==> config.mk <==
export PLATFORM = sky130hd
export DESIGN_NAME = digit_rounding_quantizer_unit
export DESIGN_NICKNAME = d
export VERILOG_FILES = /design/src/rtl/drqu_pkg.sv /design/src/rtl/drqu_front.sv /design/src/rtl/drqu_queue.sv /design/src/rtl/drqu_back.sv /design/src/rtl/digit_rounding_quantizer_unit.sv
export VERILOG_INCLUDE_DIRS = /design/src /design/src/rtl
export SDC_FILE = /design/constraint.sdc
export NUM_CORES = 2
export LEC_CHECK = 0
export ABC_AREA = 1
export BUFFER_PORTS_ARGS = -buffer_cell sky130_fd_sc_hd__buf_2
export CORE_UTILIZATION = 58
export DETAILED_ROUTE_END_ITERATION = 12
export PLACE_DENSITY = 0.88
export SETUP_SLACK_MARGIN = 0.15
export SLEW_MARGIN = 40
export SYNTH_ARGS = -nofsm -noshare
export SYNTH_HDL_FRONTEND = slang
export SYNTH_SLANG_ARGS = --single-unit
export TNS_END_PERCENT = 20
==> constraint.sdc <==
create_clock -name clk -period 19.6 [get_ports clk]
set_input_delay 5.88 -clock clk [delete_from_list [all_inputs] [get_ports clk]]
set_output_delay 5.88 -clock clk [all_outputs]
set_load 0.02 [all_outputs]
==> src/rtl/digit_rounding_quantizer_unit_macros.svh <==
// assertion macros for the digit rounding quantizer
// used by the top level only, expects clk and arst_n in scope
`ifndef DIGIT_ROUNDING_QUANTIZER_UNIT_MACROS_SVH
`define DIGIT_ROUNDING_QUANTIZER_UNIT_MACROS_SVH
`ifndef SYNTHESIS
`define DRQU_ASSERT_SAME(lbl, ante, cons) \
	lbl: assert property (@(posedge clk) disable iff (!arst_n) (ante) |-> (cons)) \
		else $error("drqu check failed");
`define DRQU_ASSERT_NEXT(lbl, ante, cons) \
	lbl: assert property (@(posedge clk) disable iff (!arst_n) (ante) |=> (cons)) \
		else $error("drqu check failed");
`else
`define DRQU_ASSERT_SAME(lbl, ante, cons)
`define DRQU_ASSERT_NEXT(lbl, ante, cons)
`endif
`endif

==> src/rtl/drqu_pkg.sv <==
// shared types, register codes and fixed-point constants of the quantizer
// no dependencies
package drqu_pkg;

	localparam int QDEPTH = 4;
	localparam int QAW = 2;

	localparam logic [3:0] CFG_SIG_DIGITS  = 4'd0;
	localparam logic [3:0] CFG_ELEM_FORMAT = 4'd1;

	localparam int FXB = 48;
	localparam logic [34:0] DEC_DEN = 35'd1000000000;

	// nearest 48-bit fraction of num / 1e9, evaluated at elaboration
	function automatic logic [50:0] fx_const(input logic [33:0] num);
		logic [81:0] n;
		logic [81:0] q;
		logic [34:0] rem;
		int b;
		n = 82'(num) << FXB;
		q = '0;
		rem = '0;
		for (b = 81; b >= 0; b--) begin
			rem = {rem[33:0], n[b]};
			if (rem >= DEC_DEN) begin
				rem = rem - DEC_DEN;
				q[b] = 1'b1;
			end
		end
		if ({rem, 1'b0} >= 36'(DEC_DEN))
			q = q + 82'd1;
		return q[50:0];
	endfunction

	localparam logic [50:0] FX_L2  = fx_const(34'd301029996);
	localparam logic [50:0] FX_L10 = fx_const(34'd3321928095);
	localparam logic [50:0] FX_LOG [5] = '{
		fx_const(34'd301029996), fx_const(34'd221848749), fx_const(34'd154901959),
		fx_const(34'd96910013), fx_const(34'd45757490)};

	// thresholds 0.6 .. 0.9 against ten times a significand normalized to bit 52
	localparam logic [56:0] THR [4] = '{
		57'(6) << 53, 57'(7) << 53, 57'(8) << 53, 57'(9) << 53};

	typedef enum logic [1:0] {SEL_KEEP, SEL_INC, SEL_MASK, SEL_POW} sel_t;

	typedef struct packed {
		logic [63:0]        raw;
		logic               last;
		logic               fmt;
		logic               pass;
		logic [52:0]        m;
		logic signed [12:0] e0;
	} item_t;

	typedef struct packed {
		logic [2:0] count;
		logic       full;
		logic       empty;
	} qstat_t;

endpackage

==> src/rtl/drqu_front.sv <==
// front end: takes stream items, unpacks and classifies them into one register
// depends on drqu_pkg
module drqu_front (
	input  logic                clk,
	input  logic                arst_n,
	input  logic                s_tvalid,
	output logic                s_tready,
	input  logic [63:0]         s_tdata,   // value_bits
	input  logic                s_tlast,
	input  logic                fmt,
	input  drqu_pkg::qstat_t    qstat,
	output logic                push,
	output drqu_pkg::item_t     push_item
);
	import drqu_pkg::*;

	logic     v_s1;
	item_t    item_s1;
	item_t    item_c;
	logic [10:0] ex;
	logic [51:0] fr;
	logic     ex_max;

	assign push = v_s1 && !qstat.full;
	assign s_tready = !v_s1 || !qstat.full;
	assign push_item = item_s1;

	always_comb begin
		item_c.last = s_tlast;
		item_c.fmt = fmt;
		if (fmt) begin
			item_c.raw = {32'd0, s_tdata[31:0]};
			ex = {3'd0, s_tdata[30:23]};
			fr = {29'd0, s_tdata[22:0]};
			ex_max = (s_tdata[30:23] == 8'hFF);
			item_c.m = {29'd0, (ex != 11'd0), fr[22:0]};
			item_c.e0 = ((ex != 11'd0) ? 13'(ex) : 13'd1) - 13'd150;
		end else begin
			item_c.raw = s_tdata;
			ex = s_tdata[62:52];
			fr = s_tdata[51:0];
			ex_max = (s_tdata[62:52] == 11'h7FF);
			item_c.m = {(ex != 11'd0), fr};
			item_c.e0 = ((ex != 11'd0) ? 13'(ex) : 13'd1) - 13'd1075;
		end
		item_c.pass = ex_max || (ex == 11'd0 && fr == 52'd0);
	end

	always_ff @(posedge clk or negedge arst_n) begin
		if (!arst_n) begin
			v_s1 <= 1'b0;
		end else if (s_tready) begin
			v_s1 <= s_tvalid;
		end
	end

	always_ff @(posedge clk) begin
		if (s_tready && s_tvalid) begin
			item_s1 <= item_c;
		end
	end

endmodule

==> src/rtl/drqu_queue.sv <==
// short queue between front and back ends
// depends on drqu_pkg
module drqu_queue (
	input  logic                clk,
	input  logic                arst_n,
	input  logic                push,
	input  drqu_pkg::item_t     push_item,
	input  logic                pop,
	output drqu_pkg::item_t     pop_item,
	output drqu_pkg::qstat_t    qstat
);
	import drqu_pkg::*;

	item_t           mem [QDEPTH];
	logic [QAW-1:0]  wr_q;
	logic [QAW-1:0]  rd_q;
	logic [QAW:0]    count_q;
	logic            do_push;
	logic            do_pop;

	assign qstat.count = count_q;
	assign qstat.full = (count_q == (QAW+1)'(QDEPTH));
	assign qstat.empty = (count_q == '0);
	assign do_push = push && !qstat.full;
	assign do_pop = pop && !qstat.empty;
	assign pop_item = mem[rd_q];

	always_ff @(posedge clk or negedge arst_n) begin
		if (!arst_n) begin
			wr_q <= '0;
			rd_q <= '0;
			count_q <= '0;
		end else begin
			if (do_push)
				wr_q <= wr_q + 1'b1;
			if (do_pop)
				rd_q <= rd_q + 1'b1;
			if (do_push && !do_pop)
				count_q <= count_q + 1'b1;
			else if (do_pop && !do_push)
				count_q <= count_q - 1'b1;
		end
	end

	always_ff @(posedge clk) begin
		if (do_push)
			mem[wr_q] <= push_item;
	end

endmodule

==> src/rtl/drqu_back.sv <==
// back end: log10 estimate, step exponent and bit clearing or power-of-two fallback, then output register
// depends on drqu_pkg
module drqu_back (
	input  logic                clk,
	input  logic                arst_n,
	input  logic                pop_valid,
	output logic                pop,
	input  drqu_pkg::item_t     pop_item,
	input  logic [4:0]          nsd,
	output logic                m_tvalid,
	input  logic                m_tready,
	output logic [63:0]         m_tdata,   // rounded_bits
	output logic                m_tlast
);
	import drqu_pkg::*;

	logic en;
	logic v_s2, v_s3, v_s4, v_s5, v_s6, v_s7;
	item_t item_s2, item_s3, item_s4, item_s5, item_s6;
	logic [5:0] k_s2, k_s3, k_s4, k_s5;
	logic signed [12:0] e_s2, e_s3;
	logic [2:0] idx_s3;
	logic signed [10:0] d_s4;
	logic signed [12:0] p_s5;
	sel_t sel_s6;
	logic [5:0] j_s6;
	logic [63:0] pow_s6;
	logic [63:0] data_s7;
	logic last_s7;

	logic [5:0] k_c;
	logic [52:0] mn;
	logic [56:0] ten;
	logic [2:0] idx_c;
	logic signed [63:0] x_c;
	logic signed [11:0] dm;
	logic signed [63:0] y_c;
	logic signed [13:0] j_c;
	logic signed [13:0] tb;
	logic signed [13:0] sh;
	logic [5:0] fb;
	logic [10:0] emax;
	logic [63:0] pow_c;
	sel_t sel_c;
	logic [63:0] low_mask;
	logic [63:0] res_c;

	assign en = !v_s7 || m_tready;
	assign pop = en;
	assign m_tvalid = v_s7;
	assign m_tdata = data_s7;
	assign m_tlast = last_s7;

	// leading one of the significand
	always_comb begin
		k_c = '0;
		for (int b = 0; b < 53; b++) begin
			if (pop_item.m[b])
				k_c = 6'(b);
		end
	end

	// table index: thresholds strictly below the significand
	always_comb begin
		mn = item_s2.m << (6'd52 - k_s2);
		ten = (57'(mn) << 3) + (57'(mn) << 1);
		idx_c = 3'(ten > THR[0]) + 3'(ten > THR[1]) + 3'(ten > THR[2]) + 3'(ten > THR[3]);
	end

	assign x_c = $signed(e_s3) * $signed({1'b0, FX_L2}) - $signed({13'd0, FX_LOG[idx_s3]});
	assign dm = $signed({d_s4[10], d_s4}) - $signed({7'd0, nsd});
	assign y_c = dm * $signed({1'b0, FX_L10});

	// step position relative to the significand, and the power-of-two fallback
	always_comb begin
		j_c = $signed({p_s5[12], p_s5}) - $signed({item_s5.e0[12], item_s5.e0});
		fb = item_s5.fmt ? 6'd23 : 6'd52;
		emax = item_s5.fmt ? 11'd255 : 11'd2047;
		tb = $signed({p_s5[12], p_s5}) - 14'sd1 + (item_s5.fmt ? 14'sd127 : 14'sd1023);
		sh = tb - 14'sd1 + $signed({8'd0, fb});
		if (tb >= $signed({3'd0, emax}))
			pow_c = 64'(emax) << fb;
		else if (tb >= 14'sd1)
			pow_c = 64'(tb[10:0]) << fb;
		else if (sh >= 14'sd0 && sh < $signed({8'd0, fb}))
			pow_c = 64'd1 << sh[5:0];
		else
			pow_c = '0;
		if (item_s5.fmt)
			pow_c[31] = item_s5.raw[31];
		else
			pow_c[63] = item_s5.raw[63];
		if (item_s5.pass || j_c < 14'sd0)
			sel_c = SEL_KEEP;
		else if (j_c == 14'sd0)
			sel_c = item_s5.m[0] ? SEL_INC : SEL_KEEP;
		else if (j_c <= $signed({8'd0, k_s5}))
			sel_c = SEL_MASK;
		else
			sel_c = SEL_POW;
	end

	always_comb begin
		low_mask = ~(64'hFFFF_FFFF_FFFF_FFFF << j_s6);
		unique case (sel_s6)
			SEL_KEEP: res_c = item_s6.raw;
			SEL_INC:  res_c = item_s6.raw + 64'd1;
			SEL_MASK: res_c = (item_s6.raw & ~low_mask) | (64'd1 << (j_s6 - 6'd1));
			SEL_POW:  res_c = pow_s6;
			default:  res_c = item_s6.raw;
		endcase
	end

	always_ff @(posedge clk or negedge arst_n) begin
		if (!arst_n) begin
			v_s2 <= 1'b0;
			v_s3 <= 1'b0;
			v_s4 <= 1'b0;
			v_s5 <= 1'b0;
			v_s6 <= 1'b0;
			v_s7 <= 1'b0;
		end else if (en) begin
			v_s2 <= pop_valid;
			v_s3 <= v_s2;
			v_s4 <= v_s3;
			v_s5 <= v_s4;
			v_s6 <= v_s5;
			v_s7 <= v_s6;
		end
	end

	always_ff @(posedge clk) begin
		if (en) begin
			item_s2 <= pop_item;
			k_s2 <= k_c;
			e_s2 <= pop_item.e0 + 13'(k_c) + 13'sd1;
			item_s3 <= item_s2;
			k_s3 <= k_s2;
			e_s3 <= e_s2;
			idx_s3 <= idx_c;
			item_s4 <= item_s3;
			k_s4 <= k_s3;
			d_s4 <= x_c[58:48] + 11'sd1;
			item_s5 <= item_s4;
			k_s5 <= k_s4;
			p_s5 <= y_c[60:48];
			item_s6 <= item_s5;
			sel_s6 <= sel_c;
			j_s6 <= j_c[5:0];
			pow_s6 <= pow_c;
			data_s7 <= res_c;
			last_s7 <= item_s6.last;
		end
	end

endmodule

==> src/rtl/digit_rounding_quantizer_unit.sv <==
// digit rounding quantizer: one item per cycle sustained while m_tready is high, set by the back-end pipeline
// path from input transfer to output valid:
// (1 front register, queue of 4 entries, 6 back stages ending in the output register)
// async active-low reset empties all stages and the queue, digits go to 3, format to binary64
// configuration writes are taken every cycle
`include "digit_rounding_quantizer_unit_macros.svh"
module digit_rounding_quantizer_unit (
	input  logic        clk,
	input  logic        arst_n,
	input  logic        s_tvalid,
	output logic        s_tready,
	input  logic [63:0] s_tdata,   // value_bits
	input  logic        s_tlast,   // last_in
	output logic        m_tvalid,
	input  logic        m_tready,
	output logic [63:0] m_tdata,   // rounded_bits
	output logic        m_tlast,   // last_out
	input  logic        cfg_valid,
	output logic        cfg_ready,
	input  logic [3:0]  cfg_index,
	input  logic [4:0]  cfg_data
);
	import drqu_pkg::*;

	logic [4:0] nsd_q;
	logic       fmt_q;
	qstat_t     qstat;
	logic       push;
	item_t      push_item;
	logic       pop;
	item_t      pop_item;

	assign cfg_ready = 1'b1;

	always_ff @(posedge clk or negedge arst_n) begin
		if (!arst_n) begin
			nsd_q <= 5'd3;
			fmt_q <= 1'b0;
		end else if (cfg_valid) begin
			if (cfg_index == CFG_SIG_DIGITS)
				nsd_q <= cfg_data;
			else if (cfg_index == CFG_ELEM_FORMAT)
				fmt_q <= cfg_data[0];
		end
	end

	drqu_front u_front (
		.clk(clk), .arst_n(arst_n),
		.s_tvalid(s_tvalid), .s_tready(s_tready), .s_tdata(s_tdata), .s_tlast(s_tlast),
		.fmt(fmt_q), .qstat(qstat), .push(push), .push_item(push_item)
	);

	drqu_queue u_queue (
		.clk(clk), .arst_n(arst_n),
		.push(push), .push_item(push_item), .pop(pop), .pop_item(pop_item), .qstat(qstat)
	);

	drqu_back u_back (
		.clk(clk), .arst_n(arst_n),
		.pop_valid(!qstat.empty), .pop(pop), .pop_item(pop_item), .nsd(nsd_q),
		.m_tvalid(m_tvalid), .m_tready(m_tready), .m_tdata(m_tdata), .m_tlast(m_tlast)
	);

	`DRQU_ASSERT_SAME(a_count_bound, 1'b1, qstat.count <= 3'(QDEPTH))
	`DRQU_ASSERT_NEXT(a_empty_stays, qstat.empty && !push, qstat.empty)
	`DRQU_ASSERT_SAME(a_full_no_ready, !s_tready, qstat.full)
	`DRQU_ASSERT_NEXT(a_full_drains, qstat.full && pop, !qstat.full || push)

endmodule
After elaboration in Yosys (flattened, before gate mapping)
Memory sizes are Yosys's and may differ from the RTL's.
Index checks and enable logic that the tools add are counted.
{"block": "totals", "regBits": 808, "memories": 2, "inputBits": 79, "ram_bits": 532, "latchBits": 0, "romBits": 408}
{"memory": "u_queue.mem", "words": 4, "word_bits": 133, "read_ports": 1, "rd_clocked_by_memory_dff": 0, "write_ports": 1, "line": "drqu_queue.sv:14", "rtl": "item_t mem [QDEPTH];"}
{"memory": "(no name shown)", "words": 8, "word_bits": 51, "read_ports": 1, "rd_clocked_by_memory_dff": 0, "write_ports": 0, "line": "drqu_back.sv:70", "rtl": "assign x_c = $signed(e_s3) * $signed({1'b0, FX_L2}) - $signed({13'd0, FX_LOG[idx_s3]});"}
{"block": "op_classes", "bitwise": 6, "n_lt_le_gt_ge": 11, "n_reduce_logical": 29, "div": 0, "shifts": 6, "eq_ne": 7, "muxes": 76, "addsub": 23, "mul": 2}
{"op": "$mux W6", "n": 52}
{"op": "$pmux W64 S4", "n": 1}
{"op": "$mux W64", "n": 3}
{"op": "$not A64 Y64", "n": 2}
{"op": "$shl A1 B6 Y64 const A", "n": 2}
{"op": "$shl A11 B6 Y64", "n": 2}
{"op": "$gt A57 B56 Y1 const B", "n": 2}
{"op": "$gt A57 B57 Y1 const B", "n": 2}
{"op": "$mux W51", "n": 2}
{"op": "$add A64 B1 Y64 const B", "n": 1}
{"op": "$and A64 B64 Y64", "n": 1}
{"op": "$or A64 B64 Y64", "n": 1}
{"op": "$shl A64 B6 Y64 const A", "n": 1}
{"op": "$mul A12 B51 Y61 const B", "n": 1}
{"op": "$mul A13 B48 Y59 const B", "n": 1}
{"op": "$sub A59 B52 Y59", "n": 1}
{"op": "$add A56 B54 Y57", "n": 1}
{"op": "$shl A53 B6 Y53", "n": 1}
{"op": "$logic_not A52 Y1", "n": 1}
{"op": "$mux W52", "n": 1}
{"op": "$mux W37", "n": 1}
{"op": "$mux W11", "n": 3}
{"op": "$add A14 B14 Y14", "n": 1}
{"op": "$add A14 B7 Y14", "n": 1}
{"op": "other kinds (49)", "n": 75}

Depth between registers and ports, before layout
An unclocked memory read counts as a cell.
{"block": "depth", "ltp_word": 55, "ltp_mapped": 68}

By module
Synthesis repeated with hierarchy kept, for this count alone.
{"block": "unflattened", "cells_unflattened": 7373, "area_unflattened_um2": 78083.6}
{"mod": "drqu_back", "seq_area_each_um2": 19819.0, "cells_per_inst": 5316, "area_per_inst_um2": 52071.2, "n_inst": 1}
{"mod": "drqu_queue", "seq_area_each_um2": 16150.5, "cells_per_inst": 1613, "area_per_inst_um2": 21476.8, "n_inst": 1}
{"mod": "drqu_front", "seq_area_each_um2": 2727.6, "cells_per_inst": 411, "area_per_inst_um2": 4240.3, "n_inst": 1}
{"mod": "digit_rounding_quantizer_unit", "seq_area_each_um2": 152.6, "cells_per_inst": 33, "area_per_inst_um2": 295.3, "n_inst": 1}

Least setup slack after synthesis
No wires, ideal clock.
{"block": "synth_timing", "path_kind": "input -> register", "startpoint": "input port m_tready", "endpoint": "register u_back.v_s3", "setup_slack_ps": -4406, "n_path_buf": 1, "t_arrival_ps": 23202, "setup_ps": 804, "path_stages": 4, "path_cell_list": "inv_1 -> nand2_1 -> clkbuf_1 -> a21oi_1"}
{"block": "synth_between", "elab_chain_len": 1}
{"item": "from (decl)", "line": "digit_rounding_quantizer_unit.sv:15", "rtl": "input logic m_tready,"}
{"item": "$logic_or A1 B1 Y1", "line": "drqu_back.sv:48", "rtl": "assign en = !v_s7 || m_tready;"}
{"item": "via pop", "line": "digit_rounding_quantizer_unit.sv:30", "rtl": "logic pop;"}
{"item": "to (signal assigned)", "line": "drqu_back.sv:124", "rtl": "v_s3 <= v_s2;"}
{"item": "to (decl)", "line": "drqu_back.sv:18", "rtl": "logic v_s2, v_s3, v_s4, v_s5, v_s6, v_s7;"}
The timed path passes the listed nets, and every way through them passes these cells.
A chain may end at the register's enable or synchronous reset.

Worst setup path in the final report
{"block": "layout_timing", "startpoint": "register u_back.k_s2[0]", "endpoint": "register u_back.idx_s3[1] (data pin)"}
{"block": "layout_between", "elab_chain_len": 7}
{"item": "from (decl)", "line": "drqu_back.sv:20", "rtl": "logic [5:0] k_s2, k_s3, k_s4, k_s5;"}
{"item": "from (signal assigned)", "line": "drqu_back.sv:135", "rtl": "k_s2 <= k_c;"}
{"item": "$sub A6 B6 Y6 (*)", "line": "drqu_back.sv:65", "rtl": "mn = item_s2.m << (6'd52 - k_s2);"}
{"item": "$shl A53 B6 Y53 (*)", "line": "drqu_back.sv:65"}
{"item": "$add A56 B54 Y57 (*)", "line": "drqu_back.sv:66", "rtl": "ten = (57'(mn) << 3) + (57'(mn) << 1);"}
{"item": "$gt A57 B56 Y1", "line": "drqu_back.sv:67", "rtl": "idx_c = 3'(ten > THR[0]) + 3'(ten > THR[1]) + 3'(ten > THR[2]) + 3'(ten > THR[3]);"}
{"item": "$add A1 B1 Y2", "line": "drqu_back.sv:67"}
{"item": "$add A3 B1 Y3", "line": "drqu_back.sv:67"}
{"item": "$add A3 B1 Y3 (*)", "line": "drqu_back.sv:67"}
{"item": "via u_back.idx_c[1]", "line": "drqu_back.sv:34", "rtl": "logic [2:0] idx_c;"}
{"item": "to (signal assigned)", "line": "drqu_back.sv:140", "rtl": "idx_s3 <= idx_c;"}
{"item": "to (decl)", "line": "drqu_back.sv:22", "rtl": "logic [2:0] idx_s3;"}
Mark *: on every way through the listed nets, which the timed path passes. The rest lies on a longest branch.

==> results.ini <==
[worst_setup_path]
cp_max_fo = 56
crit_path_frequent_cell = nand2_1
critPathTopFamily = compound AO/OA/AOI/OAI gates
cp.required_ns = 20.06
worst-r2r-cell-count = 44
crit_path_top_delay_cell = buf_4
cp.arrival_ns = 9.59
reg2reg_from = u_back.k_s2[0]$_DFFE_PP_
reg2reg_slack_ns = 10.47
start_kind = register
crit_type = reg -> reg
reg2reg_to = u_back.idx_s3[1]$_DFFE_PP_
crit_buf_inv = 7
critical-path-max-stage-delay_ns = 0.54
cp-end-kind = register

[grt]
grt_pass1_vias = 50064
grt_start_max_net_pins = 175
grt.overflow.total = 0
grt_pass1_wl_um = 285000
antenna_found_initial = 5
grt_usage = 0.317

[yosys]
synth_seq_area_share = 0.477
synth-compound-area-share = 0.0948
syn-mean-instance-area_um2 = 10.5
synthFlopType = edfxtp_1
synth-adder-area-share = 0.215
synth_mux_area_frac = 0.00903
syn_inst = 6427
synth_edf_count = 1059
yosysWarnings = 0
synth_top_family_by_area = adder cells
ys_seq_elements = 1079
syn_nets = 7437
yosysUniqueCellTypes = 73
synthSimpleGateAreaFrac = 0.121
async_reset_ff_frac = 0.0185
synth_area_um2 = 67800
synth_xor_area_frac = 0.0177

[hold_path]
hold_path_depth = 0
hold_path.class = reg -> reg
min_from = u_back.item_s5[94]$_DFFE_PP_
hold_end = u_back.item_s6[94]$_DFFE_PP_

[place]
numPortBuffers = 145
place.gp.congestion = 1.02
place_inst = 7970
dp_slack_ns = 9.87
hpwlAfterDp_um = 136000

[clock_network]
ctsHoldBuffers = 0
clockRootBuffer = clkbuf_16
clk_latency_ns = 0.72
postCtsResizedCells = 0
post-cts-setup-buffers = 0
cts_buffer_depth = 3
cts_max_level = 3
cts_sinks = 1079
cts_buffers = 105
clkTransAtPathRegs_ns = 0.07
cts_tree = built

[layout]
final_cells = 8171
nFillCells = 8458
area_growth_pct = 9.01
nets = 7565
final_layout_size_suffix_gt1_frac = 0.0724

[timing]
fin_crit_sh = 0.466
clock_skew_ns = 0.0927
slew_violations = 0
tightest_slew_ns = 1.01
slew_headroom = 0.330
finalSetupViolations = 0
fmax_ghz = 0.110
layout_setup_ws_ns = 10.47
min_period_ns = 9.13
hold_violations = 0
rsz0062_at_grt = no
fin_tns_setup_ns = 0

[floorplan]
core_um2 = 116000
die_w_um = 344
rows = 125
dieArea_um2 = 118000
start_util = 0.584
ios = 147
die_h_um = 344

[routing]
vias_per_cell = 6.12
wl_met2_um = 88000
final_antenna_net_count = 0
drc = 0
drt-initial-drc-count = 6035
top_layer_used = met5
first_pass_iters = 8
drt-met1-wl_um = 71500
wl_met3_um = 20400
dr_total_vias = 50037
wire_per_inst_um = 23.1
routed_wl_um = 189000

[flow_run]
drv_cap = 0

[outcome]
status = finished clean

-- cells by family (layout without fill, tap and decap cells) --
kind of cell	count (synthesis)	after routing
flops	1079	1079
mux	61	61
other cells	1	4
xor+xnor	137	137
compound gates	1096	1096
buf+inv	1190	1407
simple gates	1932	1932
fa+ha+maj	931	931
-- synthesized netlist by cell type, types with 18 or more instances --
cell type | instances | area share
fa_1 | 388 | 0.11
clkbuf_1 | 123 | 0.0068
nor2_1 | 510 | 0.028
a31oi_1 | 45 | 0.0042
xnor2_1 | 48 | 0.0062
inv_2 | 19 | 0.0011
or2_2 | 21 | 0.0019
mux2i_1 | 60 | 0.0089
o21ai_0 | 389 | 0.029
o22ai_1 | 43 | 0.0040
inv_1 | 983 | 0.054
nand3_1 | 147 | 0.011
nand2_1 | 996 | 0.055
o211ai_1 | 28 | 0.0031
a21oi_1 | 359 | 0.027
a32oi_1 | 60 | 0.0078
nand4_1 | 68 | 0.0063
nor4_1 | 49 | 0.0045
buf_1 | 26 | 0.0014
ha_1 | 543 | 0.10
dfrtp_1 | 18 | 0.0066
edfxtp_1 | 1059 | 0.47
buf_2 | 26 | 0.0019
nor3_1 | 82 | 0.0061
xor2_1 | 89 | 0.011
-- state kept, by name, indices dropped and copies added, names as in the netlist, 6 cells and up --
register and cells:
u_back.e_s3 13, u_back.k_s4 6, u_back.k_s3 6, u_back.k_s2 6
u_back.item_s3 80, u_queue.mem 360, u_back.item_s2 90, u_back.pow_s6 64
u_back.k_s5 6, u_back.d_s4 11, u_back.j_s6 6, u_back.m_tdata 64
u_back.item_s6 65, u_back.e_s2 13, u_back.item_s5 80, u_back.item_s4 80
u_back.p_s5 13, u_front.push_item 90
-- how the worst max path moves through the flow --
| stage | start | to | slack, ns | depth (start not counted) |
|---|---|---|---|---|
| after floorplan | m_tready | u_back.v_s3$_DFFE_PN0P_ | 5.06 | 4 |
| after global placement | m_tready | u_back.m_tdata[37]$_DFFE_PP_ | 9.73 | 7 |
| after detailed placement | m_tready | u_back.m_tdata[3]$_DFFE_PP_ | 9.87 | 7 |
| after CTS | u_back.k_s2[0]$_DFFE_PP_ | u_back.idx_s3[1]$_DFFE_PP_ | 10.27 | 45 |
| after global routing | u_back.k_s2[0]$_DFFE_PP_ | u_back.idx_s3[1]$_DFFE_PP_ | 9.72 | 44 |
| final | u_back.k_s2[0]$_DFFE_PP_ | u_back.idx_s3[1]$_DFFE_PP_ | 10.47 | 44 |
-- cells in the final DEF, fill, tap and decap left out, types with 32 or more instances in the layout --
cell / instances
a21oi_1: 359
a31oi_1: 45
a32oi_1: 60
buf_2: 145
buf_4: 32
clkbuf_16: 105
edfxtp_1: 1059
fa_1: 388
ha_1: 543
inv_1: 980
mux2i_1: 60
nand2_1: 993
nand3_1: 147
nand4_1: 68
nor2_1: 503
nor3_1: 82
nor4_1: 48
o21ai_0: 386
o22ai_1: 43
xnor2_1: 46
xor2_1: 87
-- per-layer routing --
metal  GRT usage  vias up
met5           0        -
met2       0.508     3155
li1            -    22258
met3      0.0680      638
met4       0.134        6
met1       0.419    23980
-- worst register-to-register path: cells and delay by family, from the launching register on --
| kind | cells | cell delay, ns |
|---|---|---|
| DFF | 1 | 0.33 |
| xor gates and xnor gates | 2 | 0.37 |
| and+or+nand+nor | 13 | 1.30 |
| buffers and inverters | 7 | 1.94 |
| adders and majority gates | 5 | 1.55 |
| AOI/OAI and AO/OA | 17 | 3.40 |
-- stage by stage --
stage	util	area (um2)	hold WS, ns
detailed placement	0.606	70300	0.405
global route	0.637	73900	0.395
CTS	0.636	73800	0.385
global placement	0.605	70200	0.401
floorplan	-	67800	0.400
finish	0.637	73900	0.388
-- area by class of cell --
type / instances / area [um2] / share of cell area
multi-input combinational: 4158 / 31100 / 0.421
clock inverter: 74 / 801 / 0.0108
inverter: 1014 / 3810 / 0.0516
tap: 1524 / 1910 / 0.0258
clock buffer: 122 / 2700 / 0.0366
timing repair buffer: 197 / 1250 / 0.0170
antenna: 3 / 7.51 / 0.000102
sequential: 1079 / 32300 / 0.437
Power is left out: the tool's default activity adds up to more than one toggle a clock period on the data nets, which glitch-free logic cannot reach.
